--- src/rtl/core/spb_pkg.sv ---
// Shared types and constants for the spectrum bin smoother.
// Holds the sequencer state type, smoothing mode codes and register indexes.
// No dependencies.
package spb_pkg;

  // Field widths fixed by the stream format
  localparam int unsigned MagW     = 16;
  localparam int unsigned ModeW    = 2;
  localparam int unsigned WinLenW  = 5;
  localparam int unsigned RecipW   = 17;
  localparam int unsigned ApbAddrW = 4;
  localparam int unsigned ApbDataW = 32;

  // Peak never reported below -300 dB (units of 1/64 dB)
  localparam logic signed [MagW-1:0] PeakFloor = -16'sd19200;

  // Smoothing mode codes
  localparam logic [ModeW-1:0] ModeNone = 2'd0;
  localparam logic [ModeW-1:0] ModeAvg  = 2'd1;
  localparam logic [ModeW-1:0] ModePeak = 2'd2;

  // Register indexes (byte address = 4 * index)
  localparam logic [1:0] RegMode   = 2'd0;
  localparam logic [1:0] RegWinLen = 2'd1;
  localparam logic [1:0] RegRecip  = 2'd2;

  // Reset values of the registers
  localparam logic [ModeW-1:0]   ModeReset   = ModeNone;
  localparam logic [WinLenW-1:0] WinLenReset = 5'd1;
  localparam logic [RecipW-1:0]  RecipReset  = 17'd65536;

  // Per-word sequencer
  typedef enum logic [1:0] {
    ST_IDLE,
    ST_SCAN,
    ST_MUL,
    ST_OUT
  } seq_state_e;

endpackage

--- src/rtl/core/spectrum_bin_smoother.sv ---
// Spectrum bin smoother: none / moving average / windowed peak over a bin stream.
// Single module with the window memory inside; depends on spb_pkg.
//
// Usage:
//   s_axis: one word per bin, tdata = magnitude, tuser = first-bin flag.
//   m_axis: zero or one word per bin, tdata = {smoothed_value, bin_index}.
//   APB: smoothing_mode at 0x0, window_length at 0x4, avg_reciprocal at 0x8;
//   write only while the block is idle.
// Timing:
//   A word taken in the idle state passes through a scan, a multiply and an
//   output state. The scan is set by the window memory read port: the older
//   count - 1 bins, count = min(bin index + 1, N), are read one per cycle to
//   form sum and peak.
//   The result sits in an output register, so a new word is taken while a
//   result still waits; the output cycle holds until that register is free.
// Reset:
//   Counter, write pointer, registers and valids clear; the window memory is
//   not cleared, as only bins written in the current channel are read.
// Stall:
//   A stalled receiver holds m_axis_tvalid and data; at most one more word
//   with a result is taken before the input side stops (dropped words pass).
module spectrum_bin_smoother #(
  parameter int unsigned WINDOW_MAX = 16,
  parameter int unsigned BIN_MAX    = 4096
) (
  input  logic                                  clk_i,
  input  logic                                  rst_ni,
  // tdata: [15:0] magnitude
  input  logic                                  s_axis_tvalid,
  output logic                                  s_axis_tready,
  input  logic [spb_pkg::MagW-1:0]              s_axis_tdata,
  // tuser: [0] first_bin
  input  logic                                  s_axis_tuser,
  // tdata: [BinW-1:0] bin_index, [BinW+15:BinW] smoothed_value, zero fill
  output logic                                  m_axis_tvalid,
  input  logic                                  m_axis_tready,
  output logic [((($clog2(BIN_MAX) + 16) + 7) / 8) * 8 - 1:0] m_axis_tdata,
  // APB configuration port
  input  logic                                  psel,
  input  logic                                  penable,
  input  logic                                  pwrite,
  input  logic [spb_pkg::ApbAddrW-1:0]          paddr,
  input  logic [spb_pkg::ApbDataW-1:0]          pwdata,
  output logic [spb_pkg::ApbDataW-1:0]          prdata,
  output logic                                  pready
);

  localparam int unsigned BinW   = $clog2(BIN_MAX);
  localparam int unsigned OutW   = ((BinW + 16 + 7) / 8) * 8;
  localparam int unsigned PtrW   = (WINDOW_MAX > 1) ? $clog2(WINDOW_MAX) : 1;
  localparam int unsigned NW     = $clog2(WINDOW_MAX + 1);
  localparam int unsigned SumW   = spb_pkg::MagW + $clog2(WINDOW_MAX);
  localparam int unsigned ProdW  = SumW + spb_pkg::RecipW + 1;
  localparam logic [BinW-1:0] BinLast = BinW'(BIN_MAX - 1);
  localparam logic [PtrW-1:0] PtrLast = PtrW'(WINDOW_MAX - 1);
  localparam logic signed [ProdW-1:0] RoundHalf = ProdW'(32768);
  localparam logic signed [ProdW-1:0] SatHi     = ProdW'(32767);
  localparam logic signed [ProdW-1:0] SatLo     = ProdW'(-32768);

  // Configuration registers
  logic [spb_pkg::ModeW-1:0]   mode_q;
  logic [spb_pkg::WinLenW-1:0] win_len_q;
  logic [spb_pkg::RecipW-1:0]  recip_q;

  // Control state
  spb_pkg::seq_state_e state_q, state_d;
  logic [BinW-1:0] cnt_q;
  logic [PtrW-1:0] wp_q;
  logic [PtrW-1:0] rptr_q;
  logic [NW-1:0]   left_q;
  logic            pend_q;
  logic            out_valid_q;

  // Per-word payload
  logic signed [spb_pkg::MagW-1:0] mag_q;
  logic [BinW-1:0]                 idx_q;
  logic signed [SumW-1:0]          sum_q;
  logic signed [spb_pkg::MagW-1:0] peak_q;
  logic signed [ProdW-1:0]         prod_q;
  logic [OutW-1:0]                 out_data_q;

  // Window memory
  logic signed [spb_pkg::MagW-1:0] win_mem [WINDOW_MAX];
  logic signed [spb_pkg::MagW-1:0] rd_data_q;

  logic                            accept;
  logic                            rd_issue;
  logic                            out_load;
  logic                            out_free;
  logic                            drop;
  logic                            cfg_wr;
  logic [NW-1:0]                   n_eff;
  logic [BinW-1:0]                 idx_in;
  logic [PtrW-1:0]                 wp_base;
  logic signed [spb_pkg::MagW-1:0] mag_in;
  logic signed [ProdW-1:0]         rounded;
  logic signed [ProdW-1:0]         scaled;
  logic signed [spb_pkg::MagW-1:0] avg_val;
  logic signed [spb_pkg::MagW-1:0] res_val;
  logic [BinW-1:0]                 res_idx;

  // APB access: always ready, write on the access phase
  assign pready = 1'b1;
  assign cfg_wr = psel && penable && pwrite && pready;

  always_ff @(posedge clk_i or negedge rst_ni) begin
    if (!rst_ni) begin
      mode_q    <= spb_pkg::ModeReset;
      win_len_q <= spb_pkg::WinLenReset;
      recip_q   <= spb_pkg::RecipReset;
    end else if (cfg_wr) begin
      unique case (paddr[3:2])
        spb_pkg::RegMode:   mode_q    <= pwdata[spb_pkg::ModeW-1:0];
        spb_pkg::RegWinLen: win_len_q <= pwdata[spb_pkg::WinLenW-1:0];
        spb_pkg::RegRecip:  recip_q   <= pwdata[spb_pkg::RecipW-1:0];
        default: ;
      endcase
    end
  end

  always_comb begin
    unique case (paddr[3:2])
      spb_pkg::RegMode:   prdata = spb_pkg::ApbDataW'(mode_q);
      spb_pkg::RegWinLen: prdata = spb_pkg::ApbDataW'(win_len_q);
      spb_pkg::RegRecip:  prdata = spb_pkg::ApbDataW'(recip_q);
      default:            prdata = '0;
    endcase
  end

  // Clamp window length to 1..WINDOW_MAX
  always_comb begin
    if (win_len_q == '0) begin
      n_eff = NW'(1);
    end else if (32'(win_len_q) > WINDOW_MAX) begin
      n_eff = NW'(WINDOW_MAX);
    end else begin
      n_eff = NW'(win_len_q);
    end
  end

  // Restart index and pointer on a first bin
  assign mag_in  = s_axis_tdata;
  assign idx_in  = s_axis_tuser ? '0 : cnt_q;
  assign wp_base = s_axis_tuser ? '0 : wp_q;

  // Sequencer: next state
  always_comb begin
    state_d = state_q;
    unique case (state_q)
      spb_pkg::ST_IDLE: if (accept) state_d = spb_pkg::ST_SCAN;
      spb_pkg::ST_SCAN: if (left_q == '0) state_d = spb_pkg::ST_MUL;
      spb_pkg::ST_MUL:  state_d = spb_pkg::ST_OUT;
      spb_pkg::ST_OUT:  if (drop || out_free) state_d = spb_pkg::ST_IDLE;
      default:          state_d = spb_pkg::ST_IDLE;
    endcase
  end

  // Sequencer: outputs
  assign out_free = !out_valid_q || m_axis_tready;

  always_comb begin
    s_axis_tready = 1'b0;
    rd_issue      = 1'b0;
    out_load      = 1'b0;
    unique case (state_q)
      spb_pkg::ST_IDLE: s_axis_tready = 1'b1;
      spb_pkg::ST_SCAN: rd_issue = (left_q != '0);
      spb_pkg::ST_MUL:  ;
      spb_pkg::ST_OUT:  out_load = !drop && out_free;
      default:          ;
    endcase
  end

  assign accept = s_axis_tvalid && s_axis_tready;

  // Control registers
  always_ff @(posedge clk_i or negedge rst_ni) begin
    if (!rst_ni) begin
      state_q     <= spb_pkg::ST_IDLE;
      cnt_q       <= '0;
      wp_q        <= '0;
      rptr_q      <= '0;
      left_q      <= '0;
      pend_q      <= 1'b0;
      out_valid_q <= 1'b0;
    end else begin
      state_q <= state_d;
      pend_q  <= rd_issue;
      if (accept) begin
        cnt_q  <= (idx_in < BinLast) ? idx_in + BinW'(1) : idx_in;
        wp_q   <= (wp_base == PtrLast) ? '0 : wp_base + PtrW'(1);
        rptr_q <= (wp_base == '0) ? PtrLast : wp_base - PtrW'(1);
        // Older bins to read: min(idx + 1, N) - 1
        left_q <= (32'(idx_in) < 32'(n_eff)) ? NW'(idx_in) : n_eff - NW'(1);
      end else if (rd_issue) begin
        rptr_q <= (rptr_q == '0) ? PtrLast : rptr_q - PtrW'(1);
        left_q <= left_q - NW'(1);
      end
      if (out_load) begin
        out_valid_q <= 1'b1;
      end else if (m_axis_tready) begin
        out_valid_q <= 1'b0;
      end
    end
  end

  // Window memory: write the new bin, read one older bin per cycle
  always_ff @(posedge clk_i) begin
    if (accept) begin
      win_mem[wp_base] <= mag_in;
    end
    rd_data_q <= win_mem[rptr_q];
  end

  // Accumulate sum and peak; newest bin seeds both
  always_ff @(posedge clk_i) begin
    if (accept) begin
      mag_q  <= mag_in;
      idx_q  <= idx_in;
      sum_q  <= SumW'(mag_in);
      peak_q <= (mag_in > spb_pkg::PeakFloor) ? mag_in : spb_pkg::PeakFloor;
    end else if (pend_q) begin
      sum_q <= sum_q + SumW'(rd_data_q);
      if (rd_data_q > peak_q) begin
        peak_q <= rd_data_q;
      end
    end
    if (state_q == spb_pkg::ST_MUL) begin
      prod_q <= ProdW'(sum_q) * ProdW'(signed'({1'b0, recip_q}));
    end
    if (out_load) begin
      out_data_q <= OutW'({res_val, res_idx});
    end
  end

  // Round to nearest, floor shift, saturate to 16 bits
  assign rounded = prod_q + RoundHalf;
  assign scaled  = rounded >>> 16;

  always_comb begin
    if (scaled > SatHi) begin
      avg_val = 16'sh7FFF;
    end else if (scaled < SatLo) begin
      avg_val = -16'sh8000;
    end else begin
      avg_val = spb_pkg::MagW'(scaled);
    end
  end

  // Select result by mode; average drops the first N bins
  always_comb begin
    drop = 1'b0;
    unique case (mode_q)
      spb_pkg::ModeAvg: begin
        drop    = (32'(idx_q) < 32'(n_eff));
        res_idx = idx_q - BinW'(n_eff >> 1);
        res_val = avg_val;
      end
      spb_pkg::ModePeak: begin
        res_idx = idx_q;
        res_val = peak_q;
      end
      default: begin
        res_idx = idx_q;
        res_val = mag_q;
      end
    endcase
  end

  assign m_axis_tvalid = out_valid_q;
  assign m_axis_tdata  = out_data_q;

`ifndef SYNTH
  // An accepted word always starts a memory scan
  a_accept_scan: assert property (@(posedge clk_i) disable iff (!rst_ni)
    accept |=> (state_q == spb_pkg::ST_SCAN))
    else $error("accepted word did not enter scan");

  // Never overwrite a result the receiver has not taken
  a_out_free: assert property (@(posedge clk_i) disable iff (!rst_ni)
    out_load |-> (!out_valid_q || m_axis_tready))
    else $error("output register overwritten while stalled");

  // All reads are folded in before the multiply
  a_scan_done: assert property (@(posedge clk_i) disable iff (!rst_ni)
    (state_q == spb_pkg::ST_MUL) |-> (left_q == '0 && !pend_q))
    else $error("multiply started with reads outstanding");

  // Scan never reads more than the window minus the new bin
  a_scan_len: assert property (@(posedge clk_i) disable iff (!rst_ni)
    (state_q == spb_pkg::ST_SCAN) |-> (32'(left_q) < WINDOW_MAX))
    else $error("scan length exceeds window");
`endif

endmodule

--- config.mk ---
export PLATFORM = sky130hd
export DESIGN_NAME = spectrum_bin_smoother
export DESIGN_NICKNAME = d
export VERILOG_FILES = /design/src/rtl/core/spb_pkg.sv /design/src/rtl/core/spectrum_bin_smoother.sv
export SDC_FILE = /design/constraint.sdc
export NUM_CORES = 1
export LEC_CHECK = 0
export ABC_AREA = 1
export ABC_CLOCK_PERIOD_IN_PS = 13100
export BUFFER_PORTS_ARGS = -buffer_cell sky130_fd_sc_hd__buf_2
export CAP_MARGIN = 20
export CORE_MARGIN = 5
export CORE_UTILIZATION = 45
export CTS_BUF_LIST = sky130_fd_sc_hd__clkbuf_16
export CTS_CLUSTER_DIAMETER = 120
export DETAILED_ROUTE_END_ITERATION = 8
export MAX_ROUTING_LAYER = met4
export PLACE_DENSITY = 0.64
export SLEW_MARGIN = 20
export SYNTH_ARGS = -nofsm -noshare
export SYNTH_HDL_FRONTEND = slang
export SYNTH_SLANG_ARGS = --single-unit
--- constraint.sdc ---
create_clock -name clk_i -period 13.1 [get_ports clk_i]
set_input_delay 1.965 -clock clk_i [delete_from_list [all_inputs] [get_ports clk_i]]
set_output_delay 1.965 -clock clk_i [all_outputs]
set_load 0.01 [all_outputs]
==> results of run 1 <==
==> worst min-delay path, cell delays in order (launching register included) <==
cell,delay [ns]
dfstp_2,0.38
nand2_1,0.06
o21ai_0,0.07
==> metal layers <==
| metal | vias to the layer above | global-route usage, % | part of all wire, % | wire length [um] |
|---|---|---|---|---|
| met2 | 579 | 38.0 | 51 | 42800 |
| li1 | 11386 | - | - | - |
| met3 | 132 | 1.81 | 4.2 | 3530 |
| met1 | 11957 | 28.1 | 42 | 35500 |
| met4 | 0 | 5.46 | 2.3 | 1920 |
| met5 | - | - | 0 | 0 |
==> flip-flops by register name (all words and copies together) (netlist names) <==
signal,flops
win_mem,256
m_axis_tdata,28
prod_q,23
sum_q,20
recip_q,17
mag_q,16
peak_q,16
rd_data_q,16
cnt_q,12
idx_q,12
left_q,5
win_len_q,5
rptr_q,4
wp_q,4
mode_q,2
state_q,2
m_axis_tvalid,1
pend_q,1
==> cell families after synthesis <==
| family | after synthesis | share of synthesized area, % |
|---|---|---|
| AOI/OAI and AO/OA | 507 | 8.80 |
| xor gates and xnor gates | 65 | 1.70 |
| adders and majority gates | 497 | 26.2 |
| buffers and inverters | 929 | 10.9 |
| DFF | 440 | 38.2 |
| other | 2 | 0.0224 |
| and+or+nand+nor | 1184 | 14.2 |
==> stage by stage <==
step	hold WS, ns	util, %	cells	cell area, um^2	setup slack, ns
floorplan	0.466	-	3642	33500	7.19
global placement	0.496	46.8	4555	34700	6.40
detailed placement	0.509	46.9	4557	34700	6.35
CTS	0.521	48.8	4640	36200	6.35
global route	0.552	48.8	4641	36200	5.93
finish	0.526	48.8	4641	36200	6.36
==> area by class of cell <==
cell class / count / share of cell area [%]
repair buffers: 119 / 1.91
well taps: 969 / 3.35
multi-input cells: 2273 / 47.5
flip-flops and latches: 440 / 35.4
clock buffers: 45 / 3.11
inverters: 757 / 7.86
clock inverters: 38 / 0.865
==> worst paths after layout <==
path                                 endpoint  cells past startpoint          from
worst max-delay path               prod_q[32]                     20    recip_q[0]
worst min-delay path             win_len_q[0]                      2  win_len_q[0]
worst max register to register     prod_q[32]                     20    recip_q[0]
worst min register to register   win_len_q[0]                      2  win_len_q[0]
max in group asynchronous           rptr_q[0]                      2        rst_ni
min in group asynchronous       m_axis_tvalid                      2        rst_ni
==> placed cells by master (no fill, tap or decap), types with 6 or more instances in the layout <==
cell type    n
dfrtp_1     48
fa_1       341
nor2_4       7
a21oi_1    139
buf_2       89
nand2_2     14
a21o_1       9
o211ai_1    22
conb_1      20
clkinv_1    12
buf_4       27
clkinv_2     6
nor3_1      20
xor2_1      44
o21a_1       6
nor2_1     302
xnor2_1     21
o21ai_0    230
ha_1       156
nand3_1     79
a21oi_2     10
nand4_1     14
edfxtp_1   371
nand2_1    707
clkbuf_16   45
nor4_1       8
inv_1      764
dfxtp_1     16
o22ai_1     17
o221ai_1    48
nor2_2      17
==> results.py, run 1 <==
metrics = {
    "logic_synthesis": {
        "synth_common_cells": "inv_1 (755), nand2_1 (707), edfxtp_1 (371), fa_1 (341), nor2_1 (319)",
        "syn_area_mm2": 0.0335,
        "synth.distinct_cells": 58,
        "synth-seq-cells": 440,
        "synth_top_area_share_pct": 33.3,
        "ys_seq_area_share_pct": 38.2,
        "synth_most_common_cell": "inv_1",
        "ys.flop_type": "edfxtp_1",
        "syn_inst": 3624,
        "synth_largest_area_cell": "edfxtp_1",
        "ys_warn_count": 0,
        "postSynth.asyncResetShare_pct": 12.0,
        "synth_edf_count": 371,
        "syn_avg_cell_area_um2": 9.24,
        "synthTopCellsByArea": "edfxtp_1 (33%), fa_1 (20%), inv_1 (8.5%)",
    },
    "die": {
        "core_area_mm2": 0.0741,
        "start_util_pct": 45.2,
        "die_h_um": 283,
        "io-pin-count": 127,
        "die_area_mm2": 0.0800,
        "die_x_um": 283,
        "num_rows": 100,
    },
    "worst_setup_path": {
        "cp_slowest_cell": "dfrtp_1",
        "cp_common_cell": "inv_1",
        "rrSetupSlack_ns": 6.36,
        "crit_path_max_incr_delay_ns": 0.92,
        "path_class": "reg2reg",
        "worstSetupStartpointType": "register",
        "arrival_ns": 7.05,
        "worst_ep_required_time_ns": 13.42,
        "worstPathMaxFanout": 21,
        "path_cells": "nand2_1, inv_1, fa_1, fa_1, inv_1, fa_1, inv_1, fa_1, inv_1, fa_1, inv_1, ha_1, nand2_1, nor2_1, inv_1, nor2_1, nand2_1, o21ai_0, a21oi_1, xnor2_1",
        "endpoint_kind": "register",
        "worstPathBufferInverterCount": 6,
        "crit_family": "adder cells",
    },
    "timing": {
        "final.period_utilization_pct": 51.4,
        "slew_violations": 0,
        "slew-limit-headroom_pct": 24.8,
        "setup_viol": 0,
        "fin_skew_ns": 0.0589,
        "fmax_ghz": 0.148,
        "period_needed_ns": 6.74,
        "fin_tns_setup_ns": 0,
        "hold_viol_final": 0,
        "rsz0062_at_grt": "false",
        "timing_worst_slew_pin_value_ns": 1.13,
    },
    "global_routing": {
        "grt_pass1_wl_um": 134000,
        "grt_pass1_vias": 24537,
        "grt_max_degree": 93,
        "grt_usage_pct": 21.9,
        "antenna_found_initial": 1,
        "grt_overflow": 0,
    },
    "layout": {
        "multiInputGateArea_mm2": 0.0172,
        "antennaDiodeCount": 0,
        "fill_cells": 6983,
        "seqCellArea_mm2": 0.0128,
        "final_net_count": 4193,
        "layout-drive-gt1-share_pct": 6.70,
        "areaGrowthSynthToFinish_pct": 8.05,
    },
    "cts": {
        "cts_hold_buf": 0,
        "cts_sinks": 440,
        "cts_buffers": 45,
        "clk_latency_ns": 0.61,
        "h-tree-depth": 2,
        "root_buffer": "clkbuf_16",
        "path_clk_slew_ns": 0.06,
        "cts_tree": "built",
        "cts_resized": 0,
        "clk_path_buf_depth": 3,
        "post_cts_buffers": 0,
    },
    "place": {
        "io_buffers": 89,
        "place.gp.congestion": 0.919,
        "dp_hpwl_um": 59400,
    },
    "outcome": {
        "status": "finished clean",
    },
    "drt": {
        "firstDrtPassIters": 5,
        "wire_per_inst_um": 18.0,
        "vias": 24054,
        "drc": 0,
        "avgViaCountPerCell": 5.18,
        "antenna_left": 0,
        "drt_iter0_markers": 1570,
        "wl_um": 83700,
    },
    "run": {
        "cap_violations": 0,
    },
    "worst_hold_path": {
        "min_path_type": "reg2reg",
    },
}
Power of run 1 is left out: the tool's default activity adds up to more than one toggle a clock period on the data nets, which glitch-free logic cannot reach.
==> run 2: changes to the inputs <==
--- a/config.mk
+++ b/config.mk
@@ -6,7 +6,7 @@
 export NUM_CORES = 1
 export LEC_CHECK = 0
 export ABC_AREA = 1
-export ABC_CLOCK_PERIOD_IN_PS = 13100
+export ABC_CLOCK_PERIOD_IN_PS = 5600
 export BUFFER_PORTS_ARGS = -buffer_cell sky130_fd_sc_hd__buf_2
 export CAP_MARGIN = 20
 export CORE_MARGIN = 5
@@ -15,7 +15,7 @@
 export CTS_CLUSTER_DIAMETER = 120
 export DETAILED_ROUTE_END_ITERATION = 8
 export MAX_ROUTING_LAYER = met4
-export PLACE_DENSITY = 0.64
+export PLACE_DENSITY = 0.66
 export SLEW_MARGIN = 20
 export SYNTH_ARGS = -nofsm -noshare
 export SYNTH_HDL_FRONTEND = slang
==> constraint.sdc (replaced) <==
create_clock -name clk_i -period 5.6 [get_ports clk_i]
set_input_delay 0.84 -clock clk_i [delete_from_list [all_inputs] [get_ports clk_i]]
set_output_delay 0.84 -clock clk_i [all_outputs]
set_load 0.01 [all_outputs]
==> results.py, run 2 (synthesized netlist as in run 1, its figures left out) <==
metrics = {
    "timing": {
        "rsz0062_at_grt": "true",
        "fin_tns_setup_ns": -0.188,
        "slew-limit-headroom_pct": 30.9,
        "period_needed_ns": 5.66,
        "slew_violations": 0,
        "fmax_ghz": 0.177,
        "hold_viol_final": 0,
        "timing_worst_slew_pin_value_ns": 1.04,
        "fin_skew_ns": 0.0461,
        "setup_viol": 6,
        "setup_slack_ns": -0.0626,
        "final.period_utilization_pct": 101,
    },
    "place": {
        "place.gp.congestion": 0.929,
        "dpl.cell_count": 4786,
        "dp_hpwl_um": 63700,
        "io_buffers": 89,
        "post-place-ws_ns": -0.440,
    },
    "drt": {
        "drt_iter0_markers": 1744,
        "wl_um": 88900,
        "vias": 25214,
        "firstDrtPassIters": 6,
        "drc": 0,
        "antenna_left": 0,
        "avgViaCountPerCell": 5.12,
        "wire_per_inst_um": 18.0,
    },
    "die": {
        "die_x_um": 283,
        "num_rows": 100,
        "start_util_pct": 45.2,
        "die_h_um": 283,
        "io-pin-count": 127,
        "core_area_mm2": 0.0741,
        "die_area_mm2": 0.0800,
    },
    "cts": {
        "root_buffer": "clkbuf_16",
        "clk_path_buf_depth": 3,
        "cts_buffers": 47,
        "clk_latency_ns": 0.62,
        "h-tree-depth": 2,
        "cts_tree": "built",
        "path_clk_slew_ns": 0.06,
        "cts_sinks": 440,
        "cts_hold_buf": 0,
    },
    "layout": {
        "post-route-util_pct": 54.3,
        "layout_common_cells": "inv_1 (679), nand2_1 (648), edfxtp_1 (371), fa_1 (322), nor2_1 (273)",
        "stdcell_count": 4927,
        "multiInputGateArea_mm2": 0.0184,
        "final_net_count": 4477,
        "largest_reg_flops": 256,
        "layout-drive-gt1-share_pct": 20.9,
        "seqCellArea_mm2": 0.0128,
        "areaGrowthSynthToFinish_pct": 20.1,
        "regMostFlops": "win_mem",
        "fill_cells": 6492,
        "layout_commonest_cell": "inv_1",
    },
    "global_routing": {
        "grt_max_degree": 83,
        "grt_pass1_wl_um": 139000,
        "grt_overflow": 0,
        "grt_usage_pct": 22.8,
        "grt_pass1_vias": 25558,
        "antenna_found_initial": 1,
    },
    "worst_setup_path": {
        "path_class": "reg2reg",
        "endpoint_kind": "register",
        "worstPathMaxFanout": 5,
        "arrival_ns": 6.00,
        "worstSetupStartpointType": "register",
        "worst_ep_required_time_ns": 5.94,
    },
    "outcome": {
        "status": "finished with violations",
        "violations": "setup timing",
    },
    "worst_hold_path": {
        "min_path_type": "in2async",
    },
    "run": {
        "cap_violations": 0,
    },
}
[run 2: cell count changes in the layout (fill, tap and decap cells not counted), sizes merged, moves of 2 or more]
cell	before	now
clkinv	20	23
buf	119	399
bufinv	3	5
inv	769	766
clkbuf	45	49
[run 2: path summary, 6_finish.rpt]
check / start / to / slack (ns) / depth (start not counted)
setup / recovery: sum_q[15] / prod_q[30] / -0.06 / 25
hold / removal: rst_ni / cnt_q[6] / 0.39 / 2
hold reg to reg: win_len_q[0] / win_len_q[0] / 0.52 / 2
max in group asynchronous: rst_ni / rptr_q[0] / 4.66 / 2
min in group clk_i: m_axis_tready / m_axis_tvalid / 0.46 / 2
setup reg to reg: sum_q[15] / prod_q[30] / -0.06 / 25
[run 2: area by class of cell]
| class | instances | share of cell area [%] |
|---|---|---|
| diodes | 1 | 0.00622 |
| clock buffers | 47 | 2.92 |
| clock inverters | 39 | 0.986 |
| inverters | 757 | 7.10 |
| multi-input cells | 2273 | 45.8 |
| flip-flops and latches | 440 | 31.8 |
| well taps | 969 | 3.01 |
| repair buffers | 401 | 8.34 |
[run 2: stage by stage]
stage | cell area (um^2) | hold slack [ns]
2_1_floorplan | 33600 | 0.466
3_3_place_gp | 36700 | 0.498
3_5_place_dp | 36700 | 0.508
4_1_cts | 39200 | 0.381
5_1_grt | 40200 | 0.438
6_report | 40200 | 0.386
[run 2: what timing repair did]
item                                    in CTS  in global routing
cloned                                       3                  2
setup buffers                               30                 22
endpoints found under the setup margin      22                 23
pin swaps                                  136                178
gates resized for setup                    173                255
[run 2: critical path, cell delays in order (launching register included)]
cell,delay [ns]
edfxtp_1,0.44
buf_12,0.18
nand2_4,0.05
inv_2,0.04
fa_1,0.54
inv_2,0.04
fa_1,0.50
fa_1,0.55
inv_1,0.05
fa_1,0.45
fa_1,0.48
inv_1,0.05
fa_1,0.56
inv_2,0.06
ha_4,0.21
buf_6,0.13
nand2_2,0.11
inv_1,0.08
a21oi_4,0.14
nor2_2,0.06
nor2_2,0.14
buf_4,0.15
nand3_4,0.08
nand2_2,0.07
nand2_2,0.06
xor2_2,0.18
[run 2: layer usage]
layer / vias up / GRT usage, % / part of all wire (%)
met5: - / - / 0
met4: 0 / 8.13 / 4.0
met3: 176 / 2.76 / 4.6
met2: 583 / 39.7 / 51
met1: 12500 / 27.6 / 40
li1: 11955 / - / -
Power of run 2 is left out for the same reason.
